[src/rtl/pfp_pkg.sv]
// ============================================================================
// pfp_pkg
// Shared types and constants for the panel frame parser with acknowledge.
// ============================================================================
package pfp_pkg;

    // Command and subcommand codes
    localparam logic [7:0] CMD_SUB_A   = 8'h80;
    localparam logic [7:0] CMD_SUB_B   = 8'h81;
    localparam logic [7:0] CMD_ACK     = 8'h40;
    localparam logic [7:0] SUB_RESET   = 8'h01;
    localparam logic [7:0] SUB_CHAR    = 8'h03;

    // Acknowledge bytes sent back at frame end
    localparam logic [7:0] TX_ACK_HEAD = 8'h02;
    localparam logic [7:0] TX_ACK_TAIL = 8'h40;

    localparam int TOTAL_W = 16;

    // Receive phase, one-hot
    typedef enum logic [3:0] {
        PH_LENGTH     = 4'b0001,
        PH_COMMAND    = 4'b0010,
        PH_SUBCOMMAND = 4'b0100,
        PH_DATA       = 4'b1000
    } phase_t;

    // Frame-end event passed from the parser to the result sequencer
    typedef struct packed {
        logic               two_acks;
        logic               reset_req;
        logic               char_valid;
        logic [7:0]         char_value;
        logic [TOTAL_W-1:0] ack_total;
    } pfp_event_t;

endpackage

[src/rtl/pfp_front.sv]
// ============================================================================
// pfp_front
// Byte parser: tracks frame phase and length, emits one event per frame end.
// ============================================================================
module pfp_front #(
    parameter int ACK_COUNT_WIDTH = 16
) (
    input  logic               clk,
    input  logic               rst_n,
    input  logic               accept,
    input  logic [7:0]         rx_byte,
    output logic               ev_push,
    output pfp_pkg::pfp_event_t ev_data
);

    localparam int XW = (ACK_COUNT_WIDTH > pfp_pkg::TOTAL_W) ?
                        ACK_COUNT_WIDTH : pfp_pkg::TOTAL_W;

    pfp_pkg::phase_t              phase_reg, phase_next;
    logic [7:0]                   left_reg, left_next;
    logic [7:0]                   cmd_reg, cmd_next;
    logic [7:0]                   sub_reg, sub_next;
    logic [ACK_COUNT_WIDTH-1:0]   ack_reg, ack_next;

    logic [7:0]                   left_base;
    logic [7:0]                   left_dec;
    logic [7:0]                   cmd_cur;
    logic [7:0]                   sub_cur;
    logic                         done;
    logic                         is_ack;
    logic                         chv;
    logic [ACK_COUNT_WIDTH-1:0]   ack_inc;
    logic [XW-1:0]                ack_ext;

    // Field capture by phase
    always_comb
    begin
        left_base = left_reg;
        cmd_cur   = cmd_reg;
        sub_cur   = sub_reg;
        phase_next = phase_reg;
        case (phase_reg)
            pfp_pkg::PH_LENGTH:
            begin
                left_base  = rx_byte;
                phase_next = pfp_pkg::PH_COMMAND;
            end
            pfp_pkg::PH_COMMAND:
            begin
                cmd_cur = rx_byte;
                sub_cur = 8'h00;
                if (rx_byte == pfp_pkg::CMD_SUB_A || rx_byte == pfp_pkg::CMD_SUB_B)
                    phase_next = pfp_pkg::PH_SUBCOMMAND;
                else
                    phase_next = pfp_pkg::PH_DATA;
            end
            pfp_pkg::PH_SUBCOMMAND:
            begin
                sub_cur    = rx_byte;
                phase_next = pfp_pkg::PH_DATA;
            end
            pfp_pkg::PH_DATA:
            begin
                phase_next = pfp_pkg::PH_DATA;
            end
            default:
            begin
                phase_next = pfp_pkg::PH_LENGTH;
            end
        endcase

        left_dec = left_base - 8'd1;
        done     = (left_dec == 8'd0);
        is_ack   = (cmd_cur == pfp_pkg::CMD_ACK);
        chv      = (sub_cur == pfp_pkg::SUB_CHAR);
        ack_inc  = ack_reg + ACK_COUNT_WIDTH'(1);

        left_next = left_dec;
        cmd_next  = cmd_cur;
        sub_next  = sub_cur;
        ack_next  = ack_reg;
        if (done)
        begin
            phase_next = pfp_pkg::PH_LENGTH;
            if (is_ack)
                ack_next = ack_inc;
            // character delivery returns the parser to a fresh frame context
            if (chv)
            begin
                cmd_next = 8'h00;
                sub_next = 8'h00;
            end
        end
    end

    // Event record for the frame that ends on this item
    assign ack_ext                = XW'(ack_next);
    assign ev_push                = accept && done;
    assign ev_data.two_acks       = !is_ack;
    assign ev_data.reset_req      = (sub_cur == pfp_pkg::SUB_RESET);
    assign ev_data.char_valid     = chv;
    assign ev_data.char_value     = chv ? rx_byte : 8'h00;
    assign ev_data.ack_total      = ack_ext[pfp_pkg::TOTAL_W-1:0];

    // Parser state
    always_ff @(posedge clk or negedge rst_n)
    begin
        if (!rst_n)
        begin
            phase_reg <= pfp_pkg::PH_LENGTH;
            left_reg  <= 8'h00;
            cmd_reg   <= 8'h00;
            sub_reg   <= 8'h00;
            ack_reg   <= '0;
        end
        else if (accept)
        begin
            phase_reg <= phase_next;
            left_reg  <= left_next;
            cmd_reg   <= cmd_next;
            sub_reg   <= sub_next;
            ack_reg   <= ack_next;
        end
    end

endmodule

[src/rtl/pfp_queue.sv]
// ============================================================================
// pfp_queue
// Two-entry event queue between the parser and the result sequencer.
// ============================================================================
module pfp_queue (
    input  logic                clk,
    input  logic                rst_n,
    input  logic                wr_en,
    input  pfp_pkg::pfp_event_t wr_data,
    input  logic                rd_en,
    output pfp_pkg::pfp_event_t rd_data,
    output logic                q_empty,
    output logic                q_full
);

    pfp_pkg::pfp_event_t slot_reg [2];
    logic                wptr_reg;
    logic                rptr_reg;
    logic [1:0]          count_reg, count_next;

    assign rd_data = slot_reg[rptr_reg];
    assign q_empty = (count_reg == 2'd0);
    assign q_full  = (count_reg == 2'd2);

    // Occupancy
    always_comb
    begin
        count_next = count_reg;
        if (wr_en && !rd_en)
            count_next = count_reg + 2'd1;
        else if (rd_en && !wr_en)
            count_next = count_reg - 2'd1;
    end

    // Pointers and count
    always_ff @(posedge clk or negedge rst_n)
    begin
        if (!rst_n)
        begin
            wptr_reg  <= 1'b0;
            rptr_reg  <= 1'b0;
            count_reg <= 2'd0;
        end
        else
        begin
            if (wr_en)
                wptr_reg <= !wptr_reg;
            if (rd_en)
                rptr_reg <= !rptr_reg;
            count_reg <= count_next;
        end
    end

    // Storage
    always_ff @(posedge clk)
    begin
        if (wr_en)
            slot_reg[wptr_reg] <= wr_data;
    end

endmodule

[src/rtl/pfp_back.sv]
// ============================================================================
// pfp_back
// Result sequencer: expands each event into one or two result items.
// ============================================================================
module pfp_back (
    input  logic                clk,
    input  logic                rst_n,
    input  pfp_pkg::pfp_event_t ev_data,
    input  logic                ev_empty,
    output logic                ev_pop,
    input  logic                pop,
    output logic                empty,
    output logic                tx_valid,
    output logic [7:0]          tx_byte,
    output logic                last,
    output logic                frame_done,
    output logic                reset_request,
    output logic                char_valid,
    output logic [7:0]          char_value,
    output logic [15:0]         ack_total
);

    logic        out_valid_reg;
    logic        pend_reg;
    logic        tx_valid_reg;
    logic [7:0]  tx_byte_reg;
    logic        last_reg;
    logic        rst_req_reg;
    logic        chv_reg;
    logic [7:0]  chval_reg;
    logic [15:0] total_reg;
    logic        can_load;

    // Output slot frees when empty or when its item is taken
    assign can_load = !out_valid_reg || pop;
    assign ev_pop   = can_load && !pend_reg && !ev_empty;

    assign empty         = !out_valid_reg;
    assign tx_valid      = tx_valid_reg;
    assign tx_byte       = tx_byte_reg;
    assign last          = last_reg;
    assign frame_done    = out_valid_reg;
    assign reset_request = rst_req_reg;
    assign char_valid    = chv_reg;
    assign char_value    = chval_reg;
    assign ack_total     = total_reg;

    // Control
    always_ff @(posedge clk or negedge rst_n)
    begin
        if (!rst_n)
        begin
            out_valid_reg <= 1'b0;
            pend_reg      <= 1'b0;
        end
        else if (can_load)
        begin
            if (pend_reg)
            begin
                out_valid_reg <= 1'b1;
                pend_reg      <= 1'b0;
            end
            else if (!ev_empty)
            begin
                out_valid_reg <= 1'b1;
                pend_reg      <= ev_data.two_acks;
            end
            else
            begin
                out_valid_reg <= 1'b0;
            end
        end
    end

    // Payload; second acknowledge byte reuses the held frame fields
    always_ff @(posedge clk)
    begin
        if (can_load)
        begin
            if (pend_reg)
            begin
                tx_byte_reg <= pfp_pkg::TX_ACK_TAIL;
                last_reg    <= 1'b1;
            end
            else if (!ev_empty)
            begin
                tx_valid_reg <= ev_data.two_acks;
                tx_byte_reg  <= ev_data.two_acks ? pfp_pkg::TX_ACK_HEAD : 8'h00;
                last_reg     <= !ev_data.two_acks;
                rst_req_reg  <= ev_data.reset_req;
                chv_reg      <= ev_data.char_valid;
                chval_reg    <= ev_data.char_value;
                total_reg    <= ev_data.ack_total;
            end
        end
    end

endmodule

[src/rtl/panel_frame_parser_ack.sv]
// ============================================================================
// panel_frame_parser_ack
// Length-prefixed frame parser that counts acknowledge frames and emits
// acknowledge bytes, reset requests and delivered characters at frame end.
// ============================================================================
//  channel  | handshake          | payload
//  ---------+--------------------+---------------------------------------------
//  input    | push / full        | rx_byte
//  result   | empty / pop        | tx_valid tx_byte last frame_done
//           |                    | reset_request char_valid char_value ack_total
//
// One byte is parsed per cycle while full is low; a frame end queues an event in
// a two-entry queue, which the sequencer turns into one result (acknowledge
// frame) or two (0x02 then 0x40). An accepted frame end is written to the event
// queue, then loaded into the sequencer's output register, which drives empty low.
// Reset clears phase, length, command, subcommand and the acknowledge count.
// full rises while the event queue holds two events; pop low stalls the
// sequencer, and while full is high no byte is taken.
module panel_frame_parser_ack #(
    parameter int ACK_COUNT_WIDTH = 16
) (
    input  logic        clk,
    input  logic        rst_n,
    input  logic        push,
    output logic        full,
    input  logic [7:0]  rx_byte,
    output logic        empty,
    input  logic        pop,
    output logic        tx_valid,
    output logic [7:0]  tx_byte,
    output logic        last,
    output logic        frame_done,
    output logic        reset_request,
    output logic        char_valid,
    output logic [7:0]  char_value,
    output logic [15:0] ack_total
);

    logic                accept;
    logic                ev_push;
    logic                ev_pop;
    logic                q_empty;
    logic                q_full;
    pfp_pkg::pfp_event_t ev_in;
    pfp_pkg::pfp_event_t ev_out;

    assign full   = q_full;
    assign accept = push && !q_full;

    pfp_front #(
        .ACK_COUNT_WIDTH (ACK_COUNT_WIDTH)
    ) u_front (
        .clk     (clk),
        .rst_n   (rst_n),
        .accept  (accept),
        .rx_byte (rx_byte),
        .ev_push (ev_push),
        .ev_data (ev_in)
    );

    pfp_queue u_queue (
        .clk     (clk),
        .rst_n   (rst_n),
        .wr_en   (ev_push),
        .wr_data (ev_in),
        .rd_en   (ev_pop),
        .rd_data (ev_out),
        .q_empty (q_empty),
        .q_full  (q_full)
    );

    pfp_back u_back (
        .clk           (clk),
        .rst_n         (rst_n),
        .ev_data       (ev_out),
        .ev_empty      (q_empty),
        .ev_pop        (ev_pop),
        .pop           (pop),
        .empty         (empty),
        .tx_valid      (tx_valid),
        .tx_byte       (tx_byte),
        .last          (last),
        .frame_done    (frame_done),
        .reset_request (reset_request),
        .char_valid    (char_valid),
        .char_value    (char_value),
        .ack_total     (ack_total)
    );

endmodule

[config.mk]
export PLATFORM = sky130hd
export DESIGN_NAME = panel_frame_parser_ack
export DESIGN_NICKNAME = d
export VERILOG_FILES = /design/src/rtl/pfp_pkg.sv /design/src/rtl/pfp_front.sv /design/src/rtl/pfp_queue.sv /design/src/rtl/pfp_back.sv /design/src/rtl/panel_frame_parser_ack.sv
export SDC_FILE = /design/constraint.sdc
export NUM_CORES = 1
export LEC_CHECK = 0
export ABC_AREA = 1
export BUFFER_PORTS_ARGS = -buffer_cell sky130_fd_sc_hd__buf_2
export CAP_MARGIN = 15
export CORE_UTILIZATION = 62
export CTS_BUF_LIST = sky130_fd_sc_hd__clkbuf_8
export DETAILED_ROUTE_END_ITERATION = 8
export PLACE_DENSITY = 0.8
export SYNTH_ARGS = -nofsm -noshare
export SYNTH_HDL_FRONTEND = slang
export SYNTH_SLANG_ARGS = --single-unit
export TNS_END_PERCENT = 30
[constraint.sdc]
create_clock -name clk -period 4.8 [get_ports clk]
set_input_delay 0.24 -clock clk [delete_from_list [all_inputs] [get_ports clk]]
set_output_delay 0.24 -clock clk [all_outputs]
set_load 0.03 [all_outputs]
* Yosys cells after proc, flatten, opt, wreduce, memory -nomap -nowiden
Memories as Yosys holds them, arrays and structs flattened. Cells that the tools add are included.
Operators by class: reduce and logical (&&, ||, !) cells 24, bitwise gates (word level) 2, $add $sub $neg 4, equal/unequal tests 11, mux-type cells 24
Operator list (number):
- two-way mux 8 bit | 8
- two-way mux 16 bit | 2
- adder 16 x 1 -> 16 bit, second input constant | 1
- == test 8 bit, second input constant | 2
- case mux 8 bit (2 select lines) | 1
- case mux 4 bit (3 select lines) | 1
- zero test 1 bit | 10
- == test 8 x 1 -> 1 bit, second input constant | 1
- == test 8 x 2 -> 1 bit, second input constant | 1
- == test 8 x 7 -> 1 bit, second input constant | 1
- zero test 8 bit | 1
- two-way mux 4 bit | 2
- subtractor 8 x 1 -> 8 bit, second input constant | 1
- two-way mux 1 bit | 7
- logical AND 1 bit | 6
- two-way mux 2 bit | 3
- == test 4 x 1 -> 1 bit, second input constant | 1
- == test 4 x 2 -> 1 bit, second input constant | 1
- == test 4 x 3 -> 1 bit, second input constant | 1
- == test 4 bit, second input constant | 1
- AND reduction 3 bit | 1
- adder 2 x 1 -> 2 bit, second input constant | 1
- == test 2 bit, second input constant | 1
- zero test 2 bit | 1
- other kinds (7) | 9
Word-level totals: memories 1, output and inout bits 39, input port bits 12, bits in writable memories 54, register bits 86, logic and storage cells 83
Memory list:
- u_queue.slot_reg | words 2, width 27, read ports 1, clocked after memory_dff 0, wr ports 1, RTL line pfp_queue.sv:16 | pfp_pkg::pfp_event_t slot_reg [2];

* Logic depth before layout (Yosys ltp)
Gate-level depths: netlist (run 1).
depth after elaboration 9, gate-level depth with buffers 18, gate-level depth less buffers 18

* Modules after synthesis
A second synthesis (run 1) with hierarchy kept.
Second synthesis, totals: cell total of the unflattened synthesis 665, area total of the unflattened synthesis 6717.7 um2
By module, submodules not included:
- pfp_front | sequential area each 1102.3 um2, area each 3383.2 um2, times used 1, cells each 498
- pfp_queue | sequential area each 1721.7 um2, area each 2254.7 um2, times used 1, cells each 109
- pfp_back | sequential area each 950.9 um2, area each 1069.8 um2, times used 1, cells each 56
- panel_frame_parser_ack | sequential area each 0.0 um2, area each 10.0 um2, times used 1, cells each 2

* Worst setup path after synthesis (run 1)
Ideal clock, no wire load.
kind reg-to-reg, start register u_back.out_valid_reg, in the netlist u_back.frame_done, end register u_queue.count_reg[1], slack 864 ps, library setup time 131 ps, clock period less this slack 3936 ps, path buffers 0, data arrival time 3805 ps, required time 4669 ps, cell stages (with the launch flop) 9, cell sequence dfrtp_1 -> inv_1 -> nor2_1 -> nor3_1 -> inv_1 -> ha_1 -> a21oi_1 -> o21ai_0 -> xor2_1
On the way: longest elaborated chain between the ends 7, elaborated cells on any way between the ends 9, those cells by class 1 x mux; 8 x reduce/logical
RTL lines:
- from (decl) | RTL line pfp_back.sv:23 | logic out_valid_reg;
- from (signal assigned) | RTL line pfp_back.sv:53 | out_valid_reg <= 1'b0;
- from (signal assigned) | RTL line pfp_back.sv:60 | out_valid_reg <= 1'b1;
- from (signal assigned) | RTL line pfp_back.sv:65 | out_valid_reg <= 1'b1;
- zero test 1 bit (*)
- named net empty | RTL line panel_frame_parser_ack.sv:27 | output logic empty,
- logical OR 1 bit (*) | RTL line pfp_back.sv:35 | assign can_load = !out_valid_reg || pop;
- logical AND 1 bit (*) (2 in series) | RTL line pfp_back.sv:36 | assign ev_pop = can_load && !pend_reg && !ev_empty;
- zero test 1 bit | RTL line pfp_queue.sv:29 | if (wr_en && !rd_en)
- logical AND 1 bit | RTL line pfp_queue.sv:29
- two-way mux 2 bit or nonzero test 2 bit (tied branches)
- to (signal assigned) | RTL line pfp_queue.sv:50 | count_reg <= count_next;
- to (decl) | RTL line pfp_queue.sv:19 | logic [1:0] count_reg, count_next;
Mark *: on every way through the listed nets, which the timed path passes. The rest lies on a longest branch. A chain may end at the register's enable or synchronous reset.

* Worst setup path in the final report (run 1)
start register u_front.phase_reg[3], end register u_queue.count_reg[1]
On the way: longest elaborated chain between the ends 8, elaborated cells on any way between the ends 10, those cells by class 1 x add/sub; 1 x eq/ne; 2 x mux; 6 x reduce/logical
RTL lines:
- from (decl) | RTL line pfp_front.sv:19 | pfp_pkg::phase_t phase_reg, phase_next;
- from (signal assigned) | RTL line pfp_front.sv:110 | phase_reg <= pfp_pkg::PH_LENGTH;
- from (signal assigned) | RTL line pfp_front.sv:118 | phase_reg <= phase_next;
- == test 4 x 1 -> 1 bit (*) | RTL line pfp_front.sv:42 | case (phase_reg)
- two-way mux 8 bit (*) | RTL line pfp_front.sv:42
- subtractor 8 x 1 -> 8 bit (*) | RTL line pfp_front.sv:72 | left_dec = left_base - 8'd1;
- zero test 8 bit (*) | RTL line pfp_front.sv:73 | done = (left_dec == 8'd0);
- logical AND 1 bit (*) | RTL line pfp_front.sv:98 | assign ev_push = accept && done;
- named net ev_push | RTL line panel_frame_parser_ack.sv:40 | logic ev_push;
- zero test 1 bit | RTL line pfp_queue.sv:31 | else if (rd_en && !wr_en)
- logical AND 1 bit | RTL line pfp_queue.sv:31
- nonzero test 2 bit (no line)
Marks and branches as above.

==> results of run 1 <==
[worst min-delay path: cells and delay by family]
family | cells | cell delay, ns
buffers and inverters | 2 | 0.15
AND/OR/NAND/NOR | 2 | 0.12
[where the power goes]
group / switching (mW) / internal [mW]
clock network: 0.456 / 0.494
logic: 1.16 / 0.411
registers: 0.0914 / 1.49
[kinds of logic (layout without fill, tap and decap cells)]
logic type,Yosys count,after routing
AOI/OAI and AO/OA,52,52
other,1,6
xor gates and xnor gates,14,14
DFF,134,134
buffers and inverters,94,145
and+or+nand+nor,435,435
adders and majority gates,4,4
[layer usage]
layer / GRT usage (%) / routed length [um] / up-vias
li1: - / - / 2476
met1: 33.13 / 5558 / 2375
met2: 44.99 / 6544 / 206
met3: 6.550 / 946 / 23
met4: 9.859 / 225 / 0
met5: 0 / 0 / -
[synthesized netlist by cell type (all sizes together) (4+ instances only)]
cell / n
xor2: 8
inv: 58
edfxtp: 84
dfrtp: 49
clkbuf: 13
o21ai: 38
buf: 21
nor2: 56
xnor2: 6
ha: 4
o22ai: 7
nand3: 54
nand2: 294
nand4: 25
[metrics by stage]
stage               util [%]  hold WS [ns]  setup slack (ns)  area, sq um
global placement       66.62        0.3846             1.571         6847
floorplan                  -      -0.05559            0.8639         6588
finish                 70.67        0.1063             1.386         7263
global route           70.67        0.1199             1.031         7263
CTS                    70.67       0.09228             1.395         7263
detailed placement     66.62        0.4009             1.430         6847
[path summary, 6_finish.rpt]
kind | startpoint | endpoint | slack [ns] | cells past startpoint
setup / recovery | u_front.phase_reg[3] | u_queue.count_reg[1] | 1.39 | 13
hold / removal | pop | u_back.frame_done | 0.11 | 4
setup reg to reg | u_front.phase_reg[3] | u_queue.count_reg[1] | 1.39 | 13
hold reg to reg | u_front.sub_reg[0] | u_front.sub_reg[0] | 0.49 | 2
max in group asynchronous | rst_n | u_front.left_reg[2] | 3.87 | 3
min in group asynchronous | rst_n | u_queue.rptr_reg | 0.45 | 3
[what timing repair did]
item                      4_1_cts  5_1_grt
buffers inserted                0        0
hold endpoints to repair       49        0
hold buffers                    1        0
[area by class of cell]
cell class / instances / area (sq um)
Sequential cell: 134 / 3775
Fill cell: 765 / 3014
Multi-Input combinational cell: 511 / 2396
Timing Repair Buffer: 53 / 290.3
Clock buffer: 19 / 261.5
Inverter: 60 / 225.2
Tap cell: 136 / 170.2
Clock inverter: 13 / 145.1
==> impl_metrics.toml, run 1 <==
[outcome]
status = "complete, no violations"

[sta]
fin_crit_ns = 3.414
setup_viol = 0
grt_setup_unrepaired = "no"
max_freq_ghz = 0.2929
hold_viol_final = 0
drv_slew = 0
setup_tns_ns = 0
worst_slew_pin_slew_ns = 0.7225
timing.final.crit_share_pct = 71.12
relSlewSlack_pct = 51.71
clock_skew_ns = 0.01281

[synthesis]
async_reset_ff_share_pct = 37.31
synth_cell_types = 39
synthAdderAreaFrac_pct = 0.7619
synth-edff-count = 84
syn_area_sq_um = 6569
synth_xor_area_share_pct = 1.867
synthSimpleGateAreaFrac_pct = 28.95
syn_avg_cell_area_sq_um = 8.949
netlist_instances = 734
synth_top_area_share_pct = 38.40
ys_ff_latch = 134
ys.warnings.count = 0
post_synth_mux_area_share_pct = 0
ys_top_cells_by_area = "edfxtp_1, dfrtp_1, nand2_1, nand3_1, inv_1"
synth-main-ff-cell = "edfxtp_1"
synth_compound_area_share_pct = 4.343
ys_seq_area_share_pct = 57.47
yosys.area.top_type = "edfxtp_1"
synth_top_family_by_area = "simple AND/OR/NAND/NOR gates"

[floorplanning]
die_w_um = 104.9
ios = 51
start_util_pct = 63.92
rows = 37
die_area_sq_um = 11010
core_area_sq_um = 10280
die_h_um = 104.9

[finish]
n_antenna_cell = 0
final_layout_size_suffix_gt1_share_pct = 14.18
final_common_cell = "nand2_1"
area_growth_pct = 10.57
nNetsFinal = 793
final_cell_mix = "nand2_1, edfxtp_1, inv_1"
largest_reg_flops = 54
final_cells = 926

[setup_path]
crit_buf_inv = 1
end_kind = "register"
path_max_fanout = 20
required_ns = 5.12
cpMostUsedCell = "nand2_1"
crit_type = "reg2reg"
critical_path.max_stage_delay_ns = 0.55
crit_arrival_ns = 3.74
crit_chain = "nor2_4 -> nand2_4 -> o21ai_1 -> nand2_1 -> nor2_1 -> nand3_1 -> nand2_1 -> nand4_1 -> inv_1 -> ha_1 -> a21oi_1 -> o21ai_0 -> xor2_1"
crit_path_top_delay_cell = "nand2_1"
path_delay_family = "simple AND/OR/NAND/NOR gates"
cp-start-kind = "register"

[clock_tree]
cts_resized = 0
cts_made_buffers = 17
cts_buffer_depth = 2
clk_pin_slew_worst_paths_ns = 0.08
cts_tree = "yes"
cts.htree.levels = 4
cts_root_buf = "clkbuf_8"
clk_latency_ns = 0.44
cts.sinks = 134

[route]
drt_drc_violations_left = 0
finalWirelength_um = 13280
drtIter0Drc = 432
final_antenna_net_count = 0
routedWlPerCell_um = 14.34
dr.pass1.iters = 5
via_per_inst = 5.486
vias = 5080

[grt]
grt_pass1_vias = 4993
grt_pass1_wl_um = 22740
gr-total-overflow = 0
antenna_found_initial = 0
grt_max_degree = 53
grtUsageTotal_pct = 26.56

[flow_run]
maxCapViolations = 0

[pwr]
total_power_mw = 4.106
ir_drop_mv = 0.3821
p_leak_nw = 3.393
p_per_area_nw_per_um2 = 565.3

[placement]
placedCellCount = 893
portBuffers = 44
gp_congestion = 0.9104
dp_hpwl_um = 8697

[worst_hold_path]
hp-class = "in2reg"
(Power assumes the default switching activity.)
==> run 2, diff against run 1 <==
--- a/config.mk
+++ b/config.mk
@@ -5,13 +5,13 @@
 export SDC_FILE = /design/constraint.sdc
 export NUM_CORES = 1
 export LEC_CHECK = 0
-export ABC_AREA = 1
+export ABC_AREA = 0
 export BUFFER_PORTS_ARGS = -buffer_cell sky130_fd_sc_hd__buf_2
 export CAP_MARGIN = 15
-export CORE_UTILIZATION = 62
+export CORE_UTILIZATION = 56
 export CTS_BUF_LIST = sky130_fd_sc_hd__clkbuf_8
 export DETAILED_ROUTE_END_ITERATION = 8
-export PLACE_DENSITY = 0.8
+export PLACE_DENSITY = 0.76
 export SYNTH_ARGS = -nofsm -noshare
 export SYNTH_HDL_FRONTEND = slang
 export SYNTH_SLANG_ARGS = --single-unit
==> constraint.sdc (replaced) <==
create_clock -name clk -period 2.95 [get_ports clk]
set_input_delay 0.1475 -clock clk [delete_from_list [all_inputs] [get_ports clk]]
set_output_delay 0.1475 -clock clk [all_outputs]
set_load 0.03 [all_outputs]
==> run 2 against run 1 <==
Net effect:
- the flow now finishes with violations (negative setup slack)
- largest power group is now combinational logic
- largest cell class unchanged
- count of clock-buffer cells in the layout is 1 higher
- sequential cell count stayed put
- register-to-register slack got worse by 1.9 ns
- core utilization grew 3.7 points
- highest routed layer unchanged
- hold slack worse by 0.020 ns
==> impl_metrics.toml, run 2 <==
[setup_path]
critical_path.max_stage_delay_ns = 0.54
crit_chain = "or4b_4 -> a21oi_4 -> ha_4 -> inv_4 -> o21a_1 -> or4_4 -> a221o_1 -> buf_6 -> or4_4 -> xnor2_2"
path_delay_family = "simple AND/OR/NAND/NOR gates"
cpMostUsedCell = "or4_4"
cp-start-kind = "register"
crit_type = "reg2reg"
required_ns = 3.14
crit_path_top_delay_cell = "or4_4"
r2r_setup_slack_ns = -0.54
end_kind = "register"
path_max_fanout = 5
crit_buf_inv = 2
crit_arrival_ns = 3.68

[sta]
relSlewSlack_pct = 40.49
fin_crit_ns = 3.492
setup_viol = 119
clock_skew_ns = 0.01235
worst_slew_pin_slew_ns = 0.8927
timing.final.crit_share_pct = 118.4
grt_setup_unrepaired = "yes"
setup_slack_ns = -0.5424
hold_viol_final = 0
worst_hold_slack_ns = 0.08625
max_freq_ghz = 0.2863
drv_slew = 0

[floorplanning]
start_util_pct = 58.34
rows = 37
die_area_sq_um = 11320
die_h_um = 106.4
core_area_sq_um = 10460
ios = 51
die_w_um = 106.4

[route]
drt_drc_violations_left = 0
drtIter0Drc = 282
finalWirelength_um = 14160
final_antenna_net_count = 0
vias = 4506
routedWlPerCell_um = 18.78
dr.pass1.iters = 5
via_per_inst = 5.976

[synthesis]
synth_top_area_share_pct = 41.33
async_reset_ff_share_pct = 37.31
syn_avg_cell_area_sq_um = 12.33
synth_commonest_cells = "edfxtp_1, dfrtp_1, nand2_1"
yosys.area.top_type = "edfxtp_1"
synth.most_common_cell = "edfxtp_1"
ys_seq_area_share_pct = 61.85
synth-edff-count = 84
synth-main-ff-cell = "edfxtp_1"
synth_cell_types = 55
syn_area_sq_um = 6103
netlist_instances = 495
ys.warnings.count = 0
ys_ff_latch = 134
ys_top_cells_by_area = "edfxtp_1, dfrtp_1, mux2_2, xnor2_1, nand2_1"

[clock_tree]
cts_root_buf = "clkbuf_8"
cts_buffer_depth = 2
cts.sinks = 134
cts_made_buffers = 17
cts.htree.levels = 4
cts_tree = "yes"
clk_pin_slew_worst_paths_ns = 0.08
clk_latency_ns = 0.44

[finish]
area_growth_pct = 27.43
n_antenna_cell = 0
nNetsFinal = 621
final_layout_size_suffix_gt1_share_pct = 36.25
final_common_cell = "edfxtp_1"
seqCellArea_sq_um = 3775
largest_reg_flops = 54
fill_cells = 672
final_cell_mix = "edfxtp_1, buf_4, dfrtp_1"
multi_input_comb_area_sq_um = 2480

[outcome]
violations = "negative setup slack"
status = "finished, violations left"

[pwr]
p_per_area_nw_per_um2 = 924.8
p_leak_nw = 3.264
ir_drop_mv = 0.6432
total_power_mw = 7.192

[placement]
dp_slack_ns = -0.5331
gp_congestion = 0.8607
dp_hpwl_um = 8881
portBuffers = 44

[grt]
grtUsageTotal_pct = 26.47
grt_pass1_wl_um = 22290
antenna_found_initial = 0
grt_pass1_vias = 4434
gr-total-overflow = 0
grt_max_degree = 40

[worst_hold_path]
hp-class = "in2reg"

[flow_run]
maxCapViolations = 0
==> run 2: changes by cell type in the layout (fill, tap and decap cells not counted), sizes merged, moves of 18 or more <==
cell	previous run	this run
nand2	294	38
buf	52	116
inv	61	14
nand3	54	18
nor2	56	24
mux2	0	29
xnor2	6	27
o21ai	38	20
==> run 2: area by class of cell <==
type                            instances  area share (%)
Clock buffer                           20           3.539
Clock inverter                         12           1.641
Inverter                               12          0.6113
Multi-Input combinational cell        321           31.89
Sequential cell                       134           48.54
Tap cell                              136           2.188
Timing Repair Buffer                  119           11.60
==> run 2: path summary, 6_finish.rpt <==
path                                 startpoint                      end  cells past startpoint
max                        u_front.phase_reg[0]  u_queue.slot_reg[0][13]                     10
min                                  rx_byte[7]       u_front.cmd_reg[7]                      3
max reg2reg                u_front.phase_reg[0]  u_queue.slot_reg[0][13]                     10
min reg2reg                  u_front.sub_reg[6]       u_front.sub_reg[6]                      1
max in group asynchronous                 rst_n       u_front.ack_reg[0]                      3
min in group asynchronous                 rst_n       u_front.sub_reg[4]                      2
==> run 2: worst reg2reg max path, cell delays in order (launching register included) <==
cell and delay [ns]:
dfstp_2 0.53, or4b_4 0.53, a21oi_4 0.19, ha_4 0.16, inv_4 0.03, o21a_1 0.18, or4_4 0.43, a221o_1 0.34
buf_6 0.15, or4_4 0.54, xnor2_2 0.15
==> run 2: report_power, final <==
part	internal, mW	total [mW]	switching, mW	leakage, nW
Combinational	1.26	3.04	1.77	1.60
Clock	0.817	1.54	0.721	0.203
Sequential	2.38	2.62	0.235	1.46
==> run 2: layer usage <==
layer / part of all wire, % / vias up / global-route usage (%)
li1: - / 2046 / -
met1: 39 / 2228 / 31.50
met2: 54 / 188 / 45.73
met3: 4.9 / 44 / 5.518
met4: 2.7 / 0 / 12.80
met5: 0 / - / 0
==> run 2: through the flow <==
stage	cell area (sq um)	TNS (ns)	utilization, %	cells
2_1_floorplan	6238	-80.56	-	500
3_3_place_gp	6899	-39.67	65.94	703
3_5_place_dp	6899	-47.39	65.94	703
4_1_cts	7615	-39.80	72.78	752
5_1_grt	7777	-55.46	74.34	754
6_report	7777	-45.77	74.34	754
==> run 2: timing repair <==
action,4_1_cts,5_1_grt
endpoints found under the hold margin,35,0
hold buffers,2,0
gates resized for setup,47,26
setup buffers,14,4
endpoints found under the setup margin,119,119
cloned,1,1
pin swaps,13,10
==> run 2: cell families (layout without fill, tap and decap cells) <==
| kind of cell | after synthesis | count (layout) | share of synthesized area (%) |
|---|---|---|---|
| AOI/OAI and AO/OA | 62 | 62 | 6.724 |
| xor gates and xnor gates | 41 | 41 | 5.884 |
| adders and majority gates | 4 | 4 | 0.8200 |
| buffers and inverters | 45 | 163 | 3.300 |
| DFF | 134 | 134 | 61.85 |
| muxes | 32 | 32 | 5.843 |
| other | 1 | 6 | 0.06144 |
| and+or+nand+nor | 176 | 176 | 15.52 |
==> run 3, diff against run 2 <==
--- a/config.mk
+++ b/config.mk
@@ -8,10 +8,11 @@
 export ABC_AREA = 0
 export BUFFER_PORTS_ARGS = -buffer_cell sky130_fd_sc_hd__buf_2
 export CAP_MARGIN = 15
+export CORE_MARGIN = 5
 export CORE_UTILIZATION = 56
 export CTS_BUF_LIST = sky130_fd_sc_hd__clkbuf_8
 export DETAILED_ROUTE_END_ITERATION = 8
-export PLACE_DENSITY = 0.76
+export PLACE_DENSITY = 0.8
 export SYNTH_ARGS = -nofsm -noshare
 export SYNTH_HDL_FRONTEND = slang
 export SYNTH_SLANG_ARGS = --single-unit
==> run 3 against run 2 <==
Net effect:
- the flow still finishes with violations (negative setup slack)
- first-iteration DRC count decreased by 2.1%
- combinational power decreased by 11%
- global-route usage down 3.9 points
- hold slack got worse by 0.039 ns
- cell count fell by 0.66%
- die area up 16%
- maximum frequency is 0.91% lower
- power decreased by 1.1%
- register-to-register slack worse by 0.03 ns
- largest cell class unchanged
- highest routed layer unchanged
==> impl_metrics.toml, run 3 (synthesis gave the netlist of run 2 again) <==
[outcome]
status = "finished, violations left"
violations = "negative setup slack"

[setup_path]
crit_arrival_ns = 3.70
critical_path.max_stage_delay_ns = 0.54
end_kind = "register"
required_ns = 3.12
cpMostUsedCell = "or4_4"
cp-start-kind = "register"
crit_type = "reg2reg"
crit_path_top_delay_cell = "dfstp_2"
path_max_fanout = 6
crit_chain = "or4b_4 -> a21oi_4 -> ha_4 -> inv_4 -> o21a_1 -> or4_4 -> a221o_1 -> buf_6 -> or4_4 -> xnor2_1"

[finish]
multi_input_comb_area_sq_um = 2382
final_layout_size_suffix_gt1_share_pct = 34.65
seqCellArea_sq_um = 3775
n_antenna_cell = 0
largest_reg_flops = 54
final_common_cell = "edfxtp_1"
area_growth_pct = 25.69
final_cells = 749
fill_cells = 682
nNetsFinal = 612
final_cell_mix = "edfxtp_1, buf_4, dfrtp_1"

[pwr]
intPower_mw = 4.500
p_leak_nw = 3.215
power_frac_comb_pct = 38.2
ir_drop_mv = 0.7811
p_sw_share_pct = 36.76
seqPwrFrac_pct = 37.0
power.share.clock_pct = 24.8
p_per_area_nw_per_um2 = 927.6
p_sw_mw = 2.616

[route]
via_per_inst = 5.952
dr.pass1.iters = 5
finalWirelength_um = 14200
vias = 4458
final_antenna_net_count = 0
drt_drc_violations_left = 0
drtIter0Drc = 276
routedWlPerCell_um = 18.95

[floorplanning]
start_util_pct = 56.80
die_w_um = 114.4
die_h_um = 114.4
ios = 51
core_area_sq_um = 10750
die_area_sq_um = 13090
rows = 38

[clock_tree]
cts.htree.levels = 4
clk_pin_slew_worst_paths_ns = 0.08
cts_root_buf = "clkbuf_8"
cts_tree = "yes"
cts_buffer_depth = 2
cts_made_buffers = 17
cts.sinks = 134
clk_latency_ns = 0.44

[grt]
grt_max_degree = 40
antenna_found_initial = 0
grt_pass1_wl_um = 22740
grt_pass1_vias = 4472
gr-total-overflow = 0
grtUsageTotal_pct = 22.57

[sta]
drv_slew = 0
relSlewSlack_pct = 23.97
worst_slew_pin_slew_ns = 1.129
setup_slack_ns = -0.5745
setup_viol = 119
timing.final.crit_share_pct = 119.5
clock_skew_ns = 0.01100
grt_setup_unrepaired = "yes"
setup_tns_ns = -43.75
hold_viol_final = 0
max_freq_ghz = 0.2837
fin_crit_ns = 3.524

[placement]
placedCellCount = 705
dp_hpwl_um = 8872
portBuffers = 44
dp_slack_ns = -0.5500
gp_congestion = 0.8682

[worst_hold_path]
hp-class = "in2reg"

[flow_run]
maxCapViolations = 0
run 3: cell count changes in the layout (fill, tap and decap cells not counted), moves of 3 or more:
cell | previous run | this run
buf_4 | 58 | 54
nand3_2 | 5 | 2
o21ai_1 | 10 | 2
nand3_1 | 12 | 16
clkbuf_8 | 20 | 17
buf_6 | 9 | 4
bufinv_16 | 2 | 5
o21ai_0 | 10 | 18
run 3: path summary, 6_finish.rpt:
kind / to / depth (start not counted) / slack (ns) / start
max in group asynchronous: u_front.ack_reg[6] / 3 / 1.92 / rst_n
worst max register to register: u_queue.slot_reg[0][13] / 10 / -0.57 / u_front.phase_reg[0]
worst min register to register: u_front.sub_reg[7] / 1 / 0.51 / u_front.sub_reg[7]
min in group asynchronous: u_front.left_reg[2] / 2 / 0.24 / rst_n
worst max-delay path: u_queue.slot_reg[0][13] / 10 / -0.57 / u_front.phase_reg[0]
worst min-delay path: u_back.frame_done / 4 / 0.05 / pop
run 3: area by class of cell:
cell class | count | share of cell area [%]
clock buffers | 17 | 3.050
clock inverters | 15 | 2.952
inverters | 12 | 0.6524
multi-input cells | 321 | 31.06
flip-flops and latches | 134 | 49.21
well taps | 140 | 2.283
repair buffers | 110 | 10.80
run 3: timing repair:
action / 4_1_cts / 5_1_grt
gates cloned: 1 / 1
pin swaps: 4 / 4
resized for setup: 32 / 14
setup endpoints to repair: 118 / 119
setup buffers: 7 / 3
endpoints found under the hold margin: 23 / 0
hold buffers: 1 / 0
run 3: metal layers:
metal  track usage [%]  routed length (um)  share of wire (%)  vias to the layer above
li1                  -                   -                  -                     2025
met1             27.93                5534                 39                     2218
met3             4.757                 821                5.8                       38
met5                 0                   0                  0                        -
met4             8.155                 334                2.4                        0
met2             39.08                7506                 53                      177
run 3: stage by stage:
step | area [sq um] | util (%) | power (mW) | hold WS [ns]
finish | 7671 | 71.39 | 7.116 | 0.04710
global route | 7671 | 71.39 | 7.483 | 0.05514
CTS | 7581 | 70.55 | 7.035 | 0.02256
detailed placement | 6895 | 64.17 | 5.164 | 0.1835
global placement | 6895 | 64.17 | 5.057 | 0.1719
floorplan | 6238 | - | 4.367 | -0.1481
run 3: power by group through the flow:
stage                     clock [mW]  combinational [mW]  sequential, mW
after CTS                       1.77                2.63            2.63
after global placement             0                2.42            2.64
after global routing            1.88                2.93            2.68
after floorplan                    0                1.42            2.94
final                           1.76                2.72            2.63
after detailed placement           0                2.49            2.67
run 3: critical path, delay by kind of cell, from the launching register on:
family	cells	cell delay, ns
simple gates	3	1.50
fa+ha+maj	1	0.16
compound gates	3	0.72
buf+inv	2	0.19
flops	1	0.54
xor+xnor	1	0.16
